File: src/hdl/rhd_pkg.sv
package rhd_pkg;

    localparam int DATA_W      = 16;
    localparam int CFG_IDX_W   = 2;
    localparam int SQRT_STAGES = 15;
    localparam int RAD_W       = 2 * SQRT_STAGES;
    localparam int QUO_BITS    = 16;
    localparam int NUM_W       = 2 * QUO_BITS;

    localparam logic [CFG_IDX_W-1:0] REG_TOOL_X     = 2'd0;
    localparam logic [CFG_IDX_W-1:0] REG_TOOL_Z     = 2'd1;
    localparam logic [CFG_IDX_W-1:0] REG_TOOL_DEPTH = 2'd2;

endpackage

File: src/hdl/rhd_isqrt.sv
// Integer square root, one root bit per pipeline stage.
module rhd_isqrt
    import rhd_pkg::*;
#(
    parameter int PAY_W = 8
)
(
    input  logic                   clk,
    input  logic                   rst_n,
    input  logic                   en,
    input  logic                   in_valid,
    input  logic [RAD_W-1:0]       in_rad,
    input  logic [PAY_W-1:0]       in_pay,
    output logic                   out_valid,
    output logic [SQRT_STAGES-1:0] out_root,
    output logic [PAY_W-1:0]       out_pay
);

    logic                   v_reg    [SQRT_STAGES];
    logic [RAD_W-1:0]       n_reg    [SQRT_STAGES];
    logic [SQRT_STAGES+1:0] rem_reg  [SQRT_STAGES];
    logic [SQRT_STAGES-1:0] root_reg [SQRT_STAGES];
    logic [PAY_W-1:0]       pay_reg  [SQRT_STAGES];

    for (genvar s = 0; s < SQRT_STAGES; s++)
    begin : g_stage
        logic                   v_in;
        logic [RAD_W-1:0]       n_in;
        logic [SQRT_STAGES+1:0] rem_in;
        logic [SQRT_STAGES-1:0] root_in;
        logic [PAY_W-1:0]       pay_in;
        logic [SQRT_STAGES+1:0] rem_sh;
        logic [SQRT_STAGES+1:0] trial;
        logic                   ge;

        if (s == 0)
        begin : g_first
            assign v_in    = in_valid;
            assign n_in    = in_rad;
            assign rem_in  = '0;
            assign root_in = '0;
            assign pay_in  = in_pay;
        end
        else
        begin : g_next
            assign v_in    = v_reg[s-1];
            assign n_in    = n_reg[s-1];
            assign rem_in  = rem_reg[s-1];
            assign root_in = root_reg[s-1];
            assign pay_in  = pay_reg[s-1];
        end

        // Bring down the next pair of radicand bits and try root*4+1.
        assign rem_sh = {rem_in[SQRT_STAGES-1:0], n_in[2*(SQRT_STAGES-1-s)+1 -: 2]};
        assign trial  = {root_in, 2'b01};
        assign ge     = (rem_sh >= trial);

        always_ff @(posedge clk or negedge rst_n)
        begin
            if (!rst_n)
            begin
                v_reg[s] <= 1'b0;
            end
            else if (en)
            begin
                v_reg[s] <= v_in;
            end
        end

        always_ff @(posedge clk)
        begin
            if (en)
            begin
                n_reg[s]    <= n_in;
                rem_reg[s]  <= ge ? (rem_sh - trial) : rem_sh;
                root_reg[s] <= {root_in[SQRT_STAGES-2:0], ge};
                pay_reg[s]  <= pay_in;
            end
        end
    end

    assign out_valid = v_reg[SQRT_STAGES-1];
    assign out_root  = root_reg[SQRT_STAGES-1];
    assign out_pay   = pay_reg[SQRT_STAGES-1];

endmodule

File: config.mk
export PLATFORM = sky130hd
export DESIGN_NAME = rhd_isqrt
export DESIGN_NICKNAME = d
export VERILOG_FILES = /design/src/hdl/rhd_pkg.sv /design/src/hdl/rhd_isqrt.sv
export SDC_FILE = /design/constraint.sdc
export NUM_CORES = 1
export LEC_CHECK = 0
export BUFFER_PORTS_ARGS = -buffer_cell sky130_fd_sc_hd__clkbuf_2
export CORE_UTILIZATION = 35
export CTS_BUF_LIST = sky130_fd_sc_hd__clkbuf_2 sky130_fd_sc_hd__clkbuf_4 sky130_fd_sc_hd__clkbuf_8
export DETAILED_ROUTE_END_ITERATION = 10
export SYNTH_ARGS = -nofsm -noshare
export SYNTH_HDL_FRONTEND = slang
export SYNTH_SLANG_ARGS = --single-unit
File: constraint.sdc
create_clock -name clk -period 3.5 [get_ports clk]
set_input_delay 0 -clock clk [delete_from_list [all_inputs] [get_ports clk]]
set_output_delay 0 -clock clk [all_outputs]
set_load 0.03 [all_outputs]
---- After elaboration in Yosys (flattened, before gate mapping) ----
Memory sizes are Yosys's and may differ from the RTL's.
Cells that the tools add are included.
cells by class
  add/sub/neg operators ................... 15
  order comparisons ....................... 15
  mux-type cells .......................... 17
operators by type and width
  operator                                                                             number
  17-bit 2-to-1 mux                                                                    15
  17-bit greater-or-equal comparator                                                   14
  17-bit subtractor                                                                    14
  2-bit by 1-bit subtractor with 3-bit output, second input constant                   1
  2-bit by 1-bit greater-or-equal comparator with 1-bit output, second input constant  1
  1-bit 2-to-1 mux                                                                     2
storage, ports and cells
  register bits ........................... 15
  RAM bits ................................ 1050
  input port bits ......................... 42
  output and inout port bits .............. 24
  word-level logic and storage cells ...... 66
  memories ................................ 4
memories
  memory    words  width  rd ports  clocked after memory_dff  write ports  line             source
  n_reg     15     30     14        0                         15           rhd_isqrt.sv:20  logic [RAD_W-1:0] n_reg [SQRT_STAGES];
  rem_reg   15     17     14        0                         15           rhd_isqrt.sv:21  logic [SQRT_STAGES+1:0] rem_reg [SQRT_STAGES];
  root_reg  15     15     15        0                         15           rhd_isqrt.sv:22  logic [SQRT_STAGES-1:0] root_reg [SQRT_STAGES];
  pay_reg   15     8      15        0                         15           rhd_isqrt.sv:23  logic [PAY_W-1:0] pay_reg [SQRT_STAGES];

---- Depth between registers and ports, before layout ----
An unclocked memory read counts as a cell.
  depth after elaboration ................. 3
  gate-level depth with buffers ........... 12
  mapped depth without buffers ............ 9

---- Least setup slack after synthesis ----
No wires, ideal clock.
  kind .................................... register to register
  start point ............................. memory rem_reg[0][68] in the netlist's numbering
  end point ............................... memory rem_reg[0][87] in the netlist's numbering (data pin)
  setup time .............................. 0.260 ns
  data arrival time ....................... 2.335 ns
  required time ........................... 3.240 ns
  setup slack ............................. 0.906 ns
  stages on the path, launching flop included .. 9
  path buffers ............................ 1
  clock period less this slack ............ 2.594 ns
  path through ............................ edfxtp_1 ha_1 o21a_1 o21a_1 o211a_1 or3_1 buf_6 nor3_4 mux2_2
RTL lines
  element      line
  from (decl)  rhd_isqrt.sv:21

==> results.cfg <==
[run_status]
status = finished, final reports clean

[synthesis]
syn_inst = 1954
yosys_warnings = 0
synth_edf_count = 645
synth-simple-area-share_pct = 7.51
synthesis.nets = 2130
synth_compound_area_share_pct = 8.34
synth_async_sr_flop_share_pct = 2.27
yosys_register_bits = 660
ys_types = 73
synth_flop_cell = edfxtp_1
synth_area_um2 = 28300
synthXorXnorAreaFrac_pct = 3.96
synth-seq-area-share_pct = 69.8
synth_top_family_by_area = compound AO/OA/AOI/OAI gates
synthAdderAreaFrac_pct = 5.93
muxShareOfSynthArea_pct = 1.81
synth.avg_cell_area_um2 = 14.5

[pwr]
power.total_mw = 19.9
worst_ir_drop_vdd_uv = 417
p_leak_nw = 12.7
powerDensity_nw_per_um2 = 599

[critical_path]
timing.rr.start = rem_reg[1][5]$_DFFE_PP_
crit_slowest_cell = nor3_1
reg2regPathDepth = 7
r2r-end = rem_reg[1][21]$_DFFE_PP_
cpPeakStageDelay_ns = 0.48
required_ns = 3.92
worst_ep_arrival_time_ns = 3.43
crit_chain = ha_1, nand4_1, nor3_1, a2111oi_0, o21ai_1, buf_4, mux2_2
r2r_slack_ns = 0.49
critPathCaptureType = flop
crit_type = reg -> reg
path_max_fanout = 13
startpoint_type = flop

[timing]
setup_viol = 0
finalHoldViolCount = 0
slew_violations = 0
period_minus_slack_ns = 3.01
clock_skew_ns = 0.0405
max_slew_margin_pct = 32.5
finalSetupTns_ns = 0
rsz0062_at_grt = false
maxClockFrequency_mhz = 332
layout_setup_ws_ns = 0.489
post-route-period-util_pct = 86.0
worst_pin_slew_ns = 1.00

[clock_tree]
cts_max_level = 3
root_buffer = clkbuf_8
postCtsResizedCells = 0
clkLatencyLatePin_ns = 0.73
cts_buffer_depth = 3
clock-sinks = 660
postCtsSetupBuffers = 0
cts_tree = yes
clk_pin_slew_worst_paths_ns = 0.06
numCtsBuffers = 112

[placement]
place_ws_ns = 0.472
portBuffers = 65
hpwl_um = 31600
place_area_um2 = 30100
place_congestion = 0.836
dp.cells = 3066

[floorplan]
io_pins = 66
die_x_um = 286
initial_core_util_pct = 35.6
fp.dieH_um = 286
std_cell_rows = 103
core_um2 = 79500
die_area_um2 = 82000

[layout]
fin_cells = 3352
final_common_cell = edfxtp_1
fin_nets = 2387
final_cell_area_um2 = 33200
area_growth_pct = 17.2
largest_reg_flops = 210
final_cell_mix = edfxtp_1 (645), inv_1 (169), ha_1 (134), nor2_1 (127), clkbuf_8 (112)
drive_gt1_share_pct = 14.2

[global_route]
antenna_found_initial = 1
grt_max_degree = 89
track_usage_pct = 11.8
grt_pass1_vias = 16803
grt-ovfl-total = 0
grt_pass1_wl_um = 79300

[route]
wl_per_cell_um = 14.3
dr.pass1.iters = 6
drt-initial-drc-count = 702
viasPerCell = 4.76
drc = 0
via_count = 15961
finalWirelength_um = 47800
drtAntennaViolNets = 0

[worst_hold_path]
holdCritPathClass = in -> reg
hp-start = in_rad[28]
min_path_cells = 3
hold_path_end = rem_reg[0][0]$_DFFE_PP_

[job]
drv_cap = 0
-- stage by stage --
step / util (%) / hold WS [ns]
floorplan: - / -0.296
global placement: 37.8 / -0.0839
detailed placement: 37.8 / -0.0752
CTS: 41.7 / 0.0547
global route: 41.7 / 0.108
finish: 41.7 / 0.145
-- Yosys cell counts, types with 3 or more instances --
cell	number	area [um2]
a211o_1	3	26.3
o211a_1	4	40.0
nand4_1	21	131
nor2b_1	19	119
clkbuf_1	15	56.3
o21ai_0	86	430
nand2_1	77	289
inv_1	169	634
nor4_1	20	125
o31a_1	7	61.3
xor2_1	50	438
nand4b_1	3	26.3
or4_1	7	52.6
o21bai_1	4	30.0
a22oi_1	3	22.5
o211ai_1	17	128
a31oi_1	6	37.5
nor3_1	44	220
nor4b_1	4	35.0
nor2_1	127	477
a21oi_1	110	551
nand3_1	22	110
a21o_1	28	210
o21a_1	37	278
xnor2_1	78	683
and3_1	6	37.5
o31ai_1	11	82.6
nor3b_1	4	30.0
and2_1	8	50.1
or3_1	17	106
or2_2	8	50.1
dfrtp_1	15	375
o2111ai_1	8	70.1
mux2_2	38	428
nand3b_1	6	45.0
o22ai_1	3	18.8
o41ai_1	3	26.3
a211oi_1	14	105
mux2i_1	7	70.1
ha_1	134	1680
nand2b_1	20	125
edfxtp_1	645	19400
buf_2	7	35.0
-- layer usage --
layer	vias up	global-route usage [%]	routed length, um
met5	-	0	0
met4	0	5.90	1900
met3	143	2.70	1950
met2	308	22.2	25600
met1	7640	12.0	18400
li1	7870	-	-
-- what timing repair did --
item,in CTS,in global routing
hold endpoints to repair,137,0
setup endpoints to repair,0,0
hold buffers,81,0
-- cells by family (layout without fill, tap and decap cells) --
kind of cell	Yosys count	count (layout)
buffers and inverters	195	542
multiplexers	46	46
other	1	2
flip-flops	660	660
XOR/XNOR	128	128
adder cells (fa/ha/maj)	134	134
AND/OR/NAND/NOR	423	423
AO/OA/AOI/OAI	367	367
-- area by class of cell --
type                            instances  area, um2
Fill cell                            7158      46400
Clock inverter                         57        465
Sequential cell                       660      19700
Antenna cell                            1       2.50
Inverter                              171        642
Multi-Input combinational cell       1099       7800
Clock buffer                          147       1800
Tap cell                             1050       1310
Timing Repair Buffer                  167       1380
-- report_power, final --
part | switching [mW] | internal, mW | leakage (nW)
Combinational | 1.57 | 1.27 | 5.06
Clock | 3.07 | 3.83 | 1.20
Sequential | 0.401 | 9.73 | 6.39
-- worst max path at each step --
stage / from / end / slack, ns / cells past startpoint
5_1_grt: rem_reg[1][5]$_DFFE_PP_ / rem_reg[1][21]$_DFFE_PP_ / 0.30 / 7
2_1_floorplan: rem_reg[0][68]$_DFFE_PP_ / rem_reg[0][87]$_DFFE_PP_ / 0.91 / 8
4_1_cts: rem_reg[1][5]$_DFFE_PP_ / rem_reg[1][21]$_DFFE_PP_ / 0.45 / 7
3_5_place_dp: rem_reg[1][5]$_DFFE_PP_ / rem_reg[1][21]$_DFFE_PP_ / 0.47 / 7
6_report: rem_reg[1][5]$_DFFE_PP_ / rem_reg[1][21]$_DFFE_PP_ / 0.49 / 7
3_3_place_gp: rem_reg[1][5]$_DFFE_PP_ / rem_reg[1][21]$_DFFE_PP_ / 0.47 / 7
-- critical path: cells and delay by family (launching register included) --
kind	cells	cell delay, ns
and+or+nand+nor	2	0.75
AOI/OAI and AO/OA	2	0.48
adders and majority gates	1	0.45
DFF	1	0.39
muxes	1	0.37
buffers and inverters	1	0.31
(Power assumes the default switching activity.)
