$ cat src/hdl/rhd_pkg.sv
package rhd_pkg;

    localparam int DATA_W      = 16;
    localparam int CFG_IDX_W   = 2;
    localparam int SQRT_STAGES = 15;
    localparam int RAD_W       = 2 * SQRT_STAGES;
    localparam int QUO_BITS    = 16;
    localparam int NUM_W       = 2 * QUO_BITS;

    localparam logic [CFG_IDX_W-1:0] REG_TOOL_X     = 2'd0;
    localparam logic [CFG_IDX_W-1:0] REG_TOOL_Z     = 2'd1;
    localparam logic [CFG_IDX_W-1:0] REG_TOOL_DEPTH = 2'd2;

endpackage

$ cat src/hdl/rhd_div.sv
// Restoring divider, one quotient bit per pipeline stage.
// The upper half of the numerator must be below the divisor.
module rhd_div
    import rhd_pkg::*;
#(
    parameter int PAY_W = 8
)
(
    input  logic                clk,
    input  logic                rst_n,
    input  logic                en,
    input  logic                in_valid,
    input  logic [NUM_W-1:0]    in_num,
    input  logic [QUO_BITS-1:0] in_den,
    input  logic [PAY_W-1:0]    in_pay,
    output logic                out_valid,
    output logic [QUO_BITS-1:0] out_quo,
    output logic [PAY_W-1:0]    out_pay
);

    logic                v_reg   [QUO_BITS];
    logic [QUO_BITS-1:0] low_reg [QUO_BITS];
    logic [QUO_BITS-1:0] den_reg [QUO_BITS];
    logic [QUO_BITS-1:0] rem_reg [QUO_BITS];
    logic [QUO_BITS-1:0] quo_reg [QUO_BITS];
    logic [PAY_W-1:0]    pay_reg [QUO_BITS];

    for (genvar s = 0; s < QUO_BITS; s++)
    begin : g_stage
        logic                v_in;
        logic [QUO_BITS-1:0] low_in;
        logic [QUO_BITS-1:0] den_in;
        logic [QUO_BITS-1:0] rem_in;
        logic [QUO_BITS-1:0] quo_in;
        logic [PAY_W-1:0]    pay_in;
        logic [QUO_BITS:0]   rem_sh;
        logic [QUO_BITS:0]   rem_sub;
        logic                ge;

        if (s == 0)
        begin : g_first
            assign v_in   = in_valid;
            assign low_in = in_num[QUO_BITS-1:0];
            assign den_in = in_den;
            assign rem_in = in_num[NUM_W-1:QUO_BITS];
            assign quo_in = '0;
            assign pay_in = in_pay;
        end
        else
        begin : g_next
            assign v_in   = v_reg[s-1];
            assign low_in = low_reg[s-1];
            assign den_in = den_reg[s-1];
            assign rem_in = rem_reg[s-1];
            assign quo_in = quo_reg[s-1];
            assign pay_in = pay_reg[s-1];
        end

        assign rem_sh  = {rem_in, low_in[QUO_BITS-1-s]};
        assign rem_sub = rem_sh - {1'b0, den_in};
        assign ge      = (rem_sh >= {1'b0, den_in});

        always_ff @(posedge clk or negedge rst_n)
        begin
            if (!rst_n)
            begin
                v_reg[s] <= 1'b0;
            end
            else if (en)
            begin
                v_reg[s] <= v_in;
            end
        end

        always_ff @(posedge clk)
        begin
            if (en)
            begin
                low_reg[s] <= low_in;
                den_reg[s] <= den_in;
                rem_reg[s] <= ge ? rem_sub[QUO_BITS-1:0] : rem_sh[QUO_BITS-1:0];
                quo_reg[s] <= {quo_in[QUO_BITS-2:0], ge};
                pay_reg[s] <= pay_in;
            end
        end
    end

    assign out_valid = v_reg[QUO_BITS-1];
    assign out_quo   = quo_reg[QUO_BITS-1];
    assign out_pay   = pay_reg[QUO_BITS-1];

endmodule

$ cat config.mk
export PLATFORM = sky130hd
export DESIGN_NAME = rhd_div
export DESIGN_NICKNAME = d
export VERILOG_FILES = /design/src/hdl/rhd_pkg.sv /design/src/hdl/rhd_div.sv
export SDC_FILE = /design/constraint.sdc
export NUM_CORES = 1
export LEC_CHECK = 0
export BUFFER_PORTS_ARGS = -buffer_cell sky130_fd_sc_hd__buf_2
export CAP_MARGIN = 15
export CORE_MARGIN = 1.5
export CORE_UTILIZATION = 30
export DETAILED_ROUTE_END_ITERATION = 12
export GPL_ROUTABILITY_DRIVEN = 1
export PLACE_DENSITY = 0.45
export SYNTH_ARGS = -nofsm -noshare
export SYNTH_HDL_FRONTEND = slang
export SYNTH_SLANG_ARGS = --single-unit
$ cat constraint.sdc
create_clock -name clk -period 8.7 [get_ports clk]
set_input_delay 0 -clock clk [delete_from_list [all_inputs] [get_ports clk]]
set_output_delay 0 -clock clk [all_outputs]
set_load 0.005 [all_outputs]
# Word-level counts from Yosys, hierarchy flattened
# Memories as Yosys holds them, arrays and structs flattened.
# Cells that the tools add are included.
[totals]
mem_bits_rw = 1152
memories = 5
out_inout_bits = 25
regBits = 16
wordCells = 71
in_bits = 60
[classes]
add_sub_neg = 16
magnitude_cmp = 16
n_mux = 18
[memory_table]
columns = ["memory", "depth", "word_bits", "read_ports", "rd_ports_with_merged_regs", "write_ports", "line_no", "rtl"]
rows = [
  ["den_reg", 16, 16, 15, 0, 16, "rhd_div.sv:23", "logic [QUO_BITS-1:0] den_reg [QUO_BITS];"],
  ["low_reg", 16, 16, 15, 0, 16, "rhd_div.sv:22", "logic [QUO_BITS-1:0] low_reg [QUO_BITS];"],
  ["quo_reg", 16, 16, 16, 0, 16, "rhd_div.sv:25", "logic [QUO_BITS-1:0] quo_reg [QUO_BITS];"],
  ["rem_reg", 16, 16, 15, 0, 16, "rhd_div.sv:24", "logic [QUO_BITS-1:0] rem_reg [QUO_BITS];"],
  ["pay_reg", 16, 8, 16, 0, 16, "rhd_div.sv:26", "logic [PAY_W-1:0] pay_reg [QUO_BITS];"],
]
[op_table]
columns = ["operator", "n"]
rows = [
  [">= comparator 17 x 16 -> 1 bit", 16],
  ["2-to-1 mux 16 bit", 16],
  ["subtractor 16 bit", 16],
  ["2-to-1 mux 1 bit", 2],
]

# Longest topological paths before layout
# Gate-level depths: netlist (run 1).
# An unclocked memory read counts as a cell.
[depth]
ltp_word = 3
mapped_depth = 13
ltp_nobuf = 12

# Worst setup path after synthesis (run 1)
# OpenSTA, ideal clock, no wires.
[synth_path]
path_type = "register to register"
start = "memory den_reg[8][1]"
end = "memory rem_reg[9][10], data pin"
path_slack_ns = 5.799
arrival_ns = 2.641
path_stages_with_launch = 13
path_buffers = 1
period_less_slack_ns = 2.901
setup_time_ns = 0.260
required_ns = 8.440
path_cell_list = "edfxtp_1 inv_1 ha_1 nor2b_1 o31a_1 o31ai_2 a211oi_2 a31oi_1 a21oi_1 nand2b_4 a21boi_4 buf_6 mux2_2"
[synth_lines]
columns = ["item", "line_no"]
rows = [
  ["start: declaration", "rhd_div.sv:23"],
  ["end: declaration", "rhd_div.sv:24"],
]

==> results of run 1 <==
==> metrics by stage <==
step                util, %  cells  hold WS, ns  setup slack [ns]  total power, mW
CTS                    35.7   5172      0.00575              5.01             16.6
floorplan                 -   3020       -0.296              5.80             10.6
global placement       32.2   4868      -0.0543              5.01             11.8
detailed placement     32.2   4868      -0.0671              5.01             11.9
global route           35.7   5172       0.0135              4.80             17.5
finish                 35.7   5172       0.0675              5.02             16.3
==> power by group through the flow <==
stage          clock, mW  combinational, mW  sequential, mW
6_report            4.55               5.47            6.29
5_1_grt             4.88               6.20            6.39
4_1_cts             4.74               5.55            6.31
3_5_place_dp           0               5.46            6.39
3_3_place_gp           0               5.45            6.39
2_1_floorplan          0               4.37            6.19
==> worst paths after layout <==
path / end / slack (ns)
min in group asynchronous: g_stage[15].v_in / 0.44
worst max-delay path: rem_reg[2][4] / 5.02
worst max register to register: rem_reg[2][4] / 5.02
worst min register to register: quo_reg[1][99] / 0.38
max in group asynchronous: g_stage[14].v_in / 7.83
worst min-delay path: den_reg[0][5] / 0.07
==> layer usage <==
layer | vias up | GRT usage (%) | part of all wire [%]
li1 | 11700 | - | -
met2 | 288 | 19.9 | 50
met5 | - | 0 | 0
met3 | 157 | 2.42 | 3.5
met1 | 10900 | 12.6 | 42
met4 | 0 | 4.95 | 3.9
==> area by class of cell <==
class / count / area, sq um / share of cell area, %
Inverter: 322 / 1210 / 2.50
Timing Repair Buffer: 213 / 1670 / 3.45
Multi-Input combinational cell: 1780 / 13300 / 27.5
Sequential cell: 880 / 26300 / 54.5
Clock inverter: 77 / 926 / 1.91
Tap cell: 1781 / 2230 / 4.61
Clock buffer: 119 / 2660 / 5.50
==> cells by family (layout without fill, tap and decap cells) <==
group,Yosys count,after routing
AO/OA/AOI/OAI,602,602
adder cells (fa/ha/maj),271,271
XOR/XNOR,171,171
AND/OR/NAND/NOR,604,604
buffers and inverters,360,731
flip-flops,880,880
multiplexers,132,132
==> synth_stat cells (all sizes together) (10+ instances only) <==
cell and n:
o21bai 10, nor4 12, nand3 40, or2 13
a21o 57, mux2i 13, nand2b 33, o211ai 11
nand2 161, o21ai 160, a21oi 183, a31oi 16
or3 14, nor2 191, inv 322, nand4 29
dfrtp 16, o21a 38, edfxtp 864, nor3 38
o31ai 19, a21boi 16, ha 256, mux2 119
xnor2 113, nor2b 37, buf 30, fa 15
xor2 58, a211oi 12
==> out/metrics.cfg, run 1 <==
[run_status]
status = finished clean

[final_layout]
diodes = 0
post-route-cell-area_sq_mm = 0.0484
final_layout_size_suffix_gt1_share_pct = 12.6
final_common_cell = edfxtp_1
final_net_count = 3631
fill_cells = 13100
area_growth_pct = 17.8
layout_common_cells = 864 x edfxtp_1, 320 x inv_1, 256 x ha_1, 191 x nor2_1, 183 x a21oi_1

[worst_setup_path]
critPathArrivalTime_ns = 4.13
max_stage_delay_ns = 0.74
crit_slowest_cell = and2_1
critPathMaxFanout = 28
crit_type = flip-flop to flip-flop
crit_top_cell = o21ai_0
startpoint = den_reg[1][1]
worst_setup_path_start_kind = flip-flop
r2r_start = den_reg[1][1]
crit_family = compound AO/OA/AOI/OAI gates
worst_setup_path_end_kind = flip-flop
path_buf_inv = 1
reg2reg_depth = 10
cp.depth = 10
path_cells = inv_1 -> ha_1 -> nor2b_1 -> o31a_1 -> o21a_1 -> o21ai_0 -> a41oi_1 -> o21ai_0 -> and2_1 -> mux2_2
cp.required_ns = 9.15

[clocking]
cts_resized = 0
cts_sinks = 880
cts_buffers = 103
cts_tree = yes
cts_root_buf = clkbuf_16
hold_buffers = 108
cts_max_level = 3
clk_latency_ns = 0.71
clockBufferDepth = 3
cts_setup_buffers = 0
path_clk_slew_ns = 0.06

[synth]
avgSynthCellArea_sq_um = 13.6
synthSimpleGateAreaFrac_pct = 7.00
synth_mux_area_share_pct = 3.73
async_flop_share_pct = 1.82
synth_compound_area_share_pct = 9.42
ys_seq_area_share_pct = 64.2
yosys.cell_types.count = 87
yosysTopAreaCell = edfxtp_1
syn-cell-area_sq_mm = 0.0410
yosys-top-cells-area = edfxtp_1 63%, ha_1 7.8%, inv_1 2.9%, mux2_2 2.7%, xnor2_1 2.4%
synth-seq-cells = 880
synth_nets = 3351
synth_enable_flop_cells = 864
synth.yosys.warnings = 0
synthFlopType = edfxtp_1
synth_top_family_by_area = compound AO/OA/AOI/OAI gates
synth_cells = 3020
yosys.area.top_type_share_pct = 63.2
synth_fa_ha_area_share_pct = 8.53
yosys.area_share.xor_xnor_pct = 3.65

[sta]
fmax_mhz = 272
hold_viol = 0
finalSetupTns_ns = 0
slew_viol_final = 0
period_share_pct = 42.3
relSlewSlack_pct = 29.1
fin_crit_ns = 3.68
tightestPinTransition_ns = 1.06
setup-violations-final = 0
skew_ns = 0.0385
rsz0062_at_grt = false

[floorplanning]
coreArea_sq_mm = 0.136
die_h_um = 373
initial_core_util_pct = 30.3
die_x_um = 373
io_pins = 85
fp.dieArea_sq_mm = 0.139
rows = 135

[job]
drv_cap = 0

[route]
drtAntennaViolNets = 0
dr.pass1.iters = 5
wl_mm = 77.2
drtIter0Drc = 1216
via_per_inst = 4.46
num_vias = 23100
post_drt_wl_per_cell_um = 14.9
drc = 0

[placed_design]
place_congestion = 0.796
place_area_sq_mm = 0.0437
portBuffers = 84
dp_hpwl_mm = 53.9

[power_and_ir_drop]
seq_power_share_pct = 38.6
power_frac_comb_pct = 33.5
clkPwrFrac_pct = 27.9
total_leakage_power_nw = 18.8
intPower_mw = 11.2
switching_share_pct = 31.2
ir_worst_vdd_v = 0.000163
p_per_area_mw_per_mm2 = 337
power.switching_mw = 5.09

[global_route]
grt_pass1_wl_mm = 125
grt_max_degree = 89
grt_overflow = 0
grt_use_total_pct = 11.1
grt_antenna_before_repair = 0
grt_pass1_vias = 23700

[min_path]
hp-class = input pin to flip-flop
min-delay-start = in_den[5]
whs_path_depth = 2

(Power assumes the default switching activity.)
==> run 2, diff against run 1 <==
--- a/config.mk
+++ b/config.mk
@@ -11,7 +11,7 @@
 export CORE_UTILIZATION = 30
 export DETAILED_ROUTE_END_ITERATION = 12
 export GPL_ROUTABILITY_DRIVEN = 1
-export PLACE_DENSITY = 0.45
+export PLACE_DENSITY = 0.47
 export SYNTH_ARGS = -nofsm -noshare
 export SYNTH_HDL_FRONTEND = slang
 export SYNTH_SLANG_ARGS = --single-unit
==> constraint.sdc (replaced) <==
create_clock -name clk -period 3.1 [get_ports clk]
set_input_delay 0 -clock clk [delete_from_list [all_inputs] [get_ports clk]]
set_output_delay 0 -clock clk [all_outputs]
set_load 0.005 [all_outputs]
==> run 2 against run 1 <==
  * Non-clock buffer count grew 161
  * Critical endpoint is now rem_reg[9][3]
  * Register-to-register slack lost 5.0 ns
  * Critical path type unchanged
  * Via count grew 3.3%
  * Worst hold slack gained 0.013 ns
  * Count of clock-buffer cells in the layout grew 8
  * Clock power grew to 2.5 times the previous value
  * Clock skew shrank 0.015 ns
  * Flip-flop and latch count is the same
  * Cell count grew 3.0%
  * Global-route usage shrank 0.20 points
  * Setup slack lost 5.0 ns
==> out/metrics.cfg, run 2 (synthesis gave the netlist of run 1 again) <==
[final_layout]
final_layout_size_suffix_gt1_share_pct = 17.6  ; +5.0 points
area_growth_pct = 21.9
layout_common_cells = 864 x edfxtp_1, 315 x inv_1, 241 x ha_1, 191 x nor2_1, 173 x a21oi_1
final_common_cell = edfxtp_1
final_cells = 5328  ; +3.0%
diodes = 0  ; unchanged
final_net_count = 3792  ; +4.4%
utilization_pct = 36.9  ; +1.2 points

[floorplanning]
die_x_um = 373  ; unchanged
initial_core_util_pct = 30.3  ; unchanged
rows = 135  ; unchanged
die_h_um = 373  ; unchanged
coreArea_sq_mm = 0.136  ; unchanged
fp.dieArea_sq_mm = 0.139  ; unchanged
io_pins = 85  ; unchanged

[sta]
skew_ns = 0.0233  ; -0.0152 ns
hold_viol = 0  ; unchanged
fin_crit_ns = 3.06  ; -0.618 ns
tightestPinTransition_ns = 0.713  ; -0.350 ns
fmax_mhz = 327  ; +20%
relSlewSlack_pct = 52.3  ; +23 points
finalSetupTns_ns = 0  ; unchanged
rsz0062_at_grt = true
slew_viol_final = 0  ; unchanged
setup-violations-final = 0  ; unchanged
worst_slack_ns = 0.0397  ; -4.98 ns
period_share_pct = 98.7  ; +56 points

[clocking]
cts_tree = yes
clk_latency_ns = 0.69  ; -0.02 ns
path_clk_slew_ns = 0.06  ; about the same
cts_buffers = 102  ; -0.97%
cts_max_level = 3  ; unchanged
cts_root_buf = clkbuf_16
cts_sinks = 880  ; unchanged
clockBufferDepth = 3  ; unchanged

[worst_setup_path]
worst_setup_path_end_kind = flip-flop
crit_slowest_cell = edfxtp_1
max_stage_delay_ns = 0.39  ; -0.35 ns
path_cells = ha_1 -> nor2b_1 -> o31a_1 -> o31ai_2 -> buf_4 -> a211oi_4 -> a31oi_2 -> a21oi_2 -> nand2b_4 -> a21boi_4 -> clkbuf_16 -> mux2_2
crit_family = compound AO/OA/AOI/OAI gates
critPathMaxFanout = 7  ; -75%
critPathArrivalTime_ns = 3.50  ; -0.63 ns
path_buf_inv = 2  ; +1
worst_setup_path_start_kind = flip-flop
cp.required_ns = 3.54  ; -5.61 ns
crit_type = flip-flop to flip-flop

[placed_design]
dp_hpwl_mm = 54.2  ; +0.64%
place_congestion = 0.807  ; +1.3%
portBuffers = 84  ; unchanged
place_inst = 5001  ; +2.7%
post-place-ws_ns = -0.169  ; -5.18 ns

[global_route]
grt_pass1_vias = 24000  ; +1.1%
grt_pass1_wl_mm = 123  ; -1.1%
grt_max_degree = 87  ; -2.2%
grt_overflow = 0  ; unchanged
grt_antenna_before_repair = 0  ; unchanged
grt_use_total_pct = 10.9  ; -0.20 points

[route]
drc = 0  ; unchanged
drtAntennaViolNets = 0  ; unchanged
drtIter0Drc = 1211  ; -0.41%
dr.pass1.iters = 5  ; unchanged
num_vias = 23800  ; +3.3%
post_drt_wl_per_cell_um = 14.5  ; -2.7%
via_per_inst = 4.47  ; +0.31%
wl_mm = 77.3  ; +0.19%

[power_and_ir_drop]
p_per_area_mw_per_mm2 = 939  ; +180%
ir_worst_vdd_v = 0.000425  ; +160%
total_leakage_power_nw = 19.6  ; +4.3%

[run_status]
status = finished clean

[job]
drv_cap = 0  ; unchanged

[min_path]
hp-class = input pin to flip-flop

## run 2: layout make-up
| type | instances | area, sq um |
|---|---|---|
| sequential | 880 | 26300 |
| clock buffer | 127 | 2690 |
| timing repair buffer | 374 | 3270 |
| tap | 1781 | 2230 |
| multi-input combinational | 1781 | 13700 |
| clock inverter | 63 | 547 |
| fill | 13100 | 85600 |
| inverter | 322 | 1210 |
## run 2: final timing paths
kind	endpoint	start	slack, ns	depth (start not counted)
max	rem_reg[9][3]	rem_reg[8][0]	0.04	12
min	den_reg[0][6]	in_den[6]	0.08	2
max reg2reg	rem_reg[9][3]	rem_reg[8][0]	0.04	12
min reg2reg	low_reg[6][4]	low_reg[5][4]	0.39	0
max in group asynchronous	g_stage[9].v_in	rst_n	2.19	3
min in group asynchronous	g_stage[11].v_in	rst_n	0.46	3
## run 2: metal layers
| layer | wire length (um) | part of all wire [%] | up-vias | global-route usage [%] |
|---|---|---|---|---|
| met5 | 0 | 0 | - | 0 |
| met4 | 2480 | 3.2 | 0 | 4.46 |
| met3 | 2760 | 3.6 | 149 | 2.26 |
| met2 | 38800 | 50 | 332 | 19.3 |
| met1 | 33300 | 43 | 11300 | 12.8 |
| li1 | - | - | 12000 | - |
## run 2: stage by stage
| stage | instance area [sq um] | hold slack [ns] | total power, mW |
|---|---|---|---|
| 6_report | 50000 | 0.0804 | 47.0 |
| 5_1_grt | 50000 | 0.0399 | 50.2 |
| 4_1_cts | 49400 | 0.00393 | 46.9 |
| 3_5_place_dp | 45000 | -0.0639 | 34.6 |
| 3_3_place_gp | 45000 | -0.0673 | 34.5 |
| 2_1_floorplan | 41000 | -0.296 | 29.7 |
## run 2: what timing repair did
item,in CTS,in global routing
pin swaps,2,29
hold buffers,108,0
resized for setup,7,83
setup endpoints to repair,36,136
cloned,1,3
setup buffers,1,25
endpoints found under the hold margin,181,0
## run 2: power by group
| part | switching [mW] | internal (mW) | leakage [nW] |
|---|---|---|---|
| combinational | 8.68 | 9.00 | 9.41 |
| clock | 4.78 | 6.80 | 1.57 |
| sequential | 1.22 | 16.5 | 8.63 |
## run 2: worst register-to-register path, delay by kind of cell (launching register included)
kind	cells	cell delay [ns]
buffers and inverters	2	0.39
AOI/OAI and AO/OA	6	1.11
adders and majority gates	1	0.32
and+or+nand+nor	2	0.29
muxes	1	0.33
DFF	1	0.39
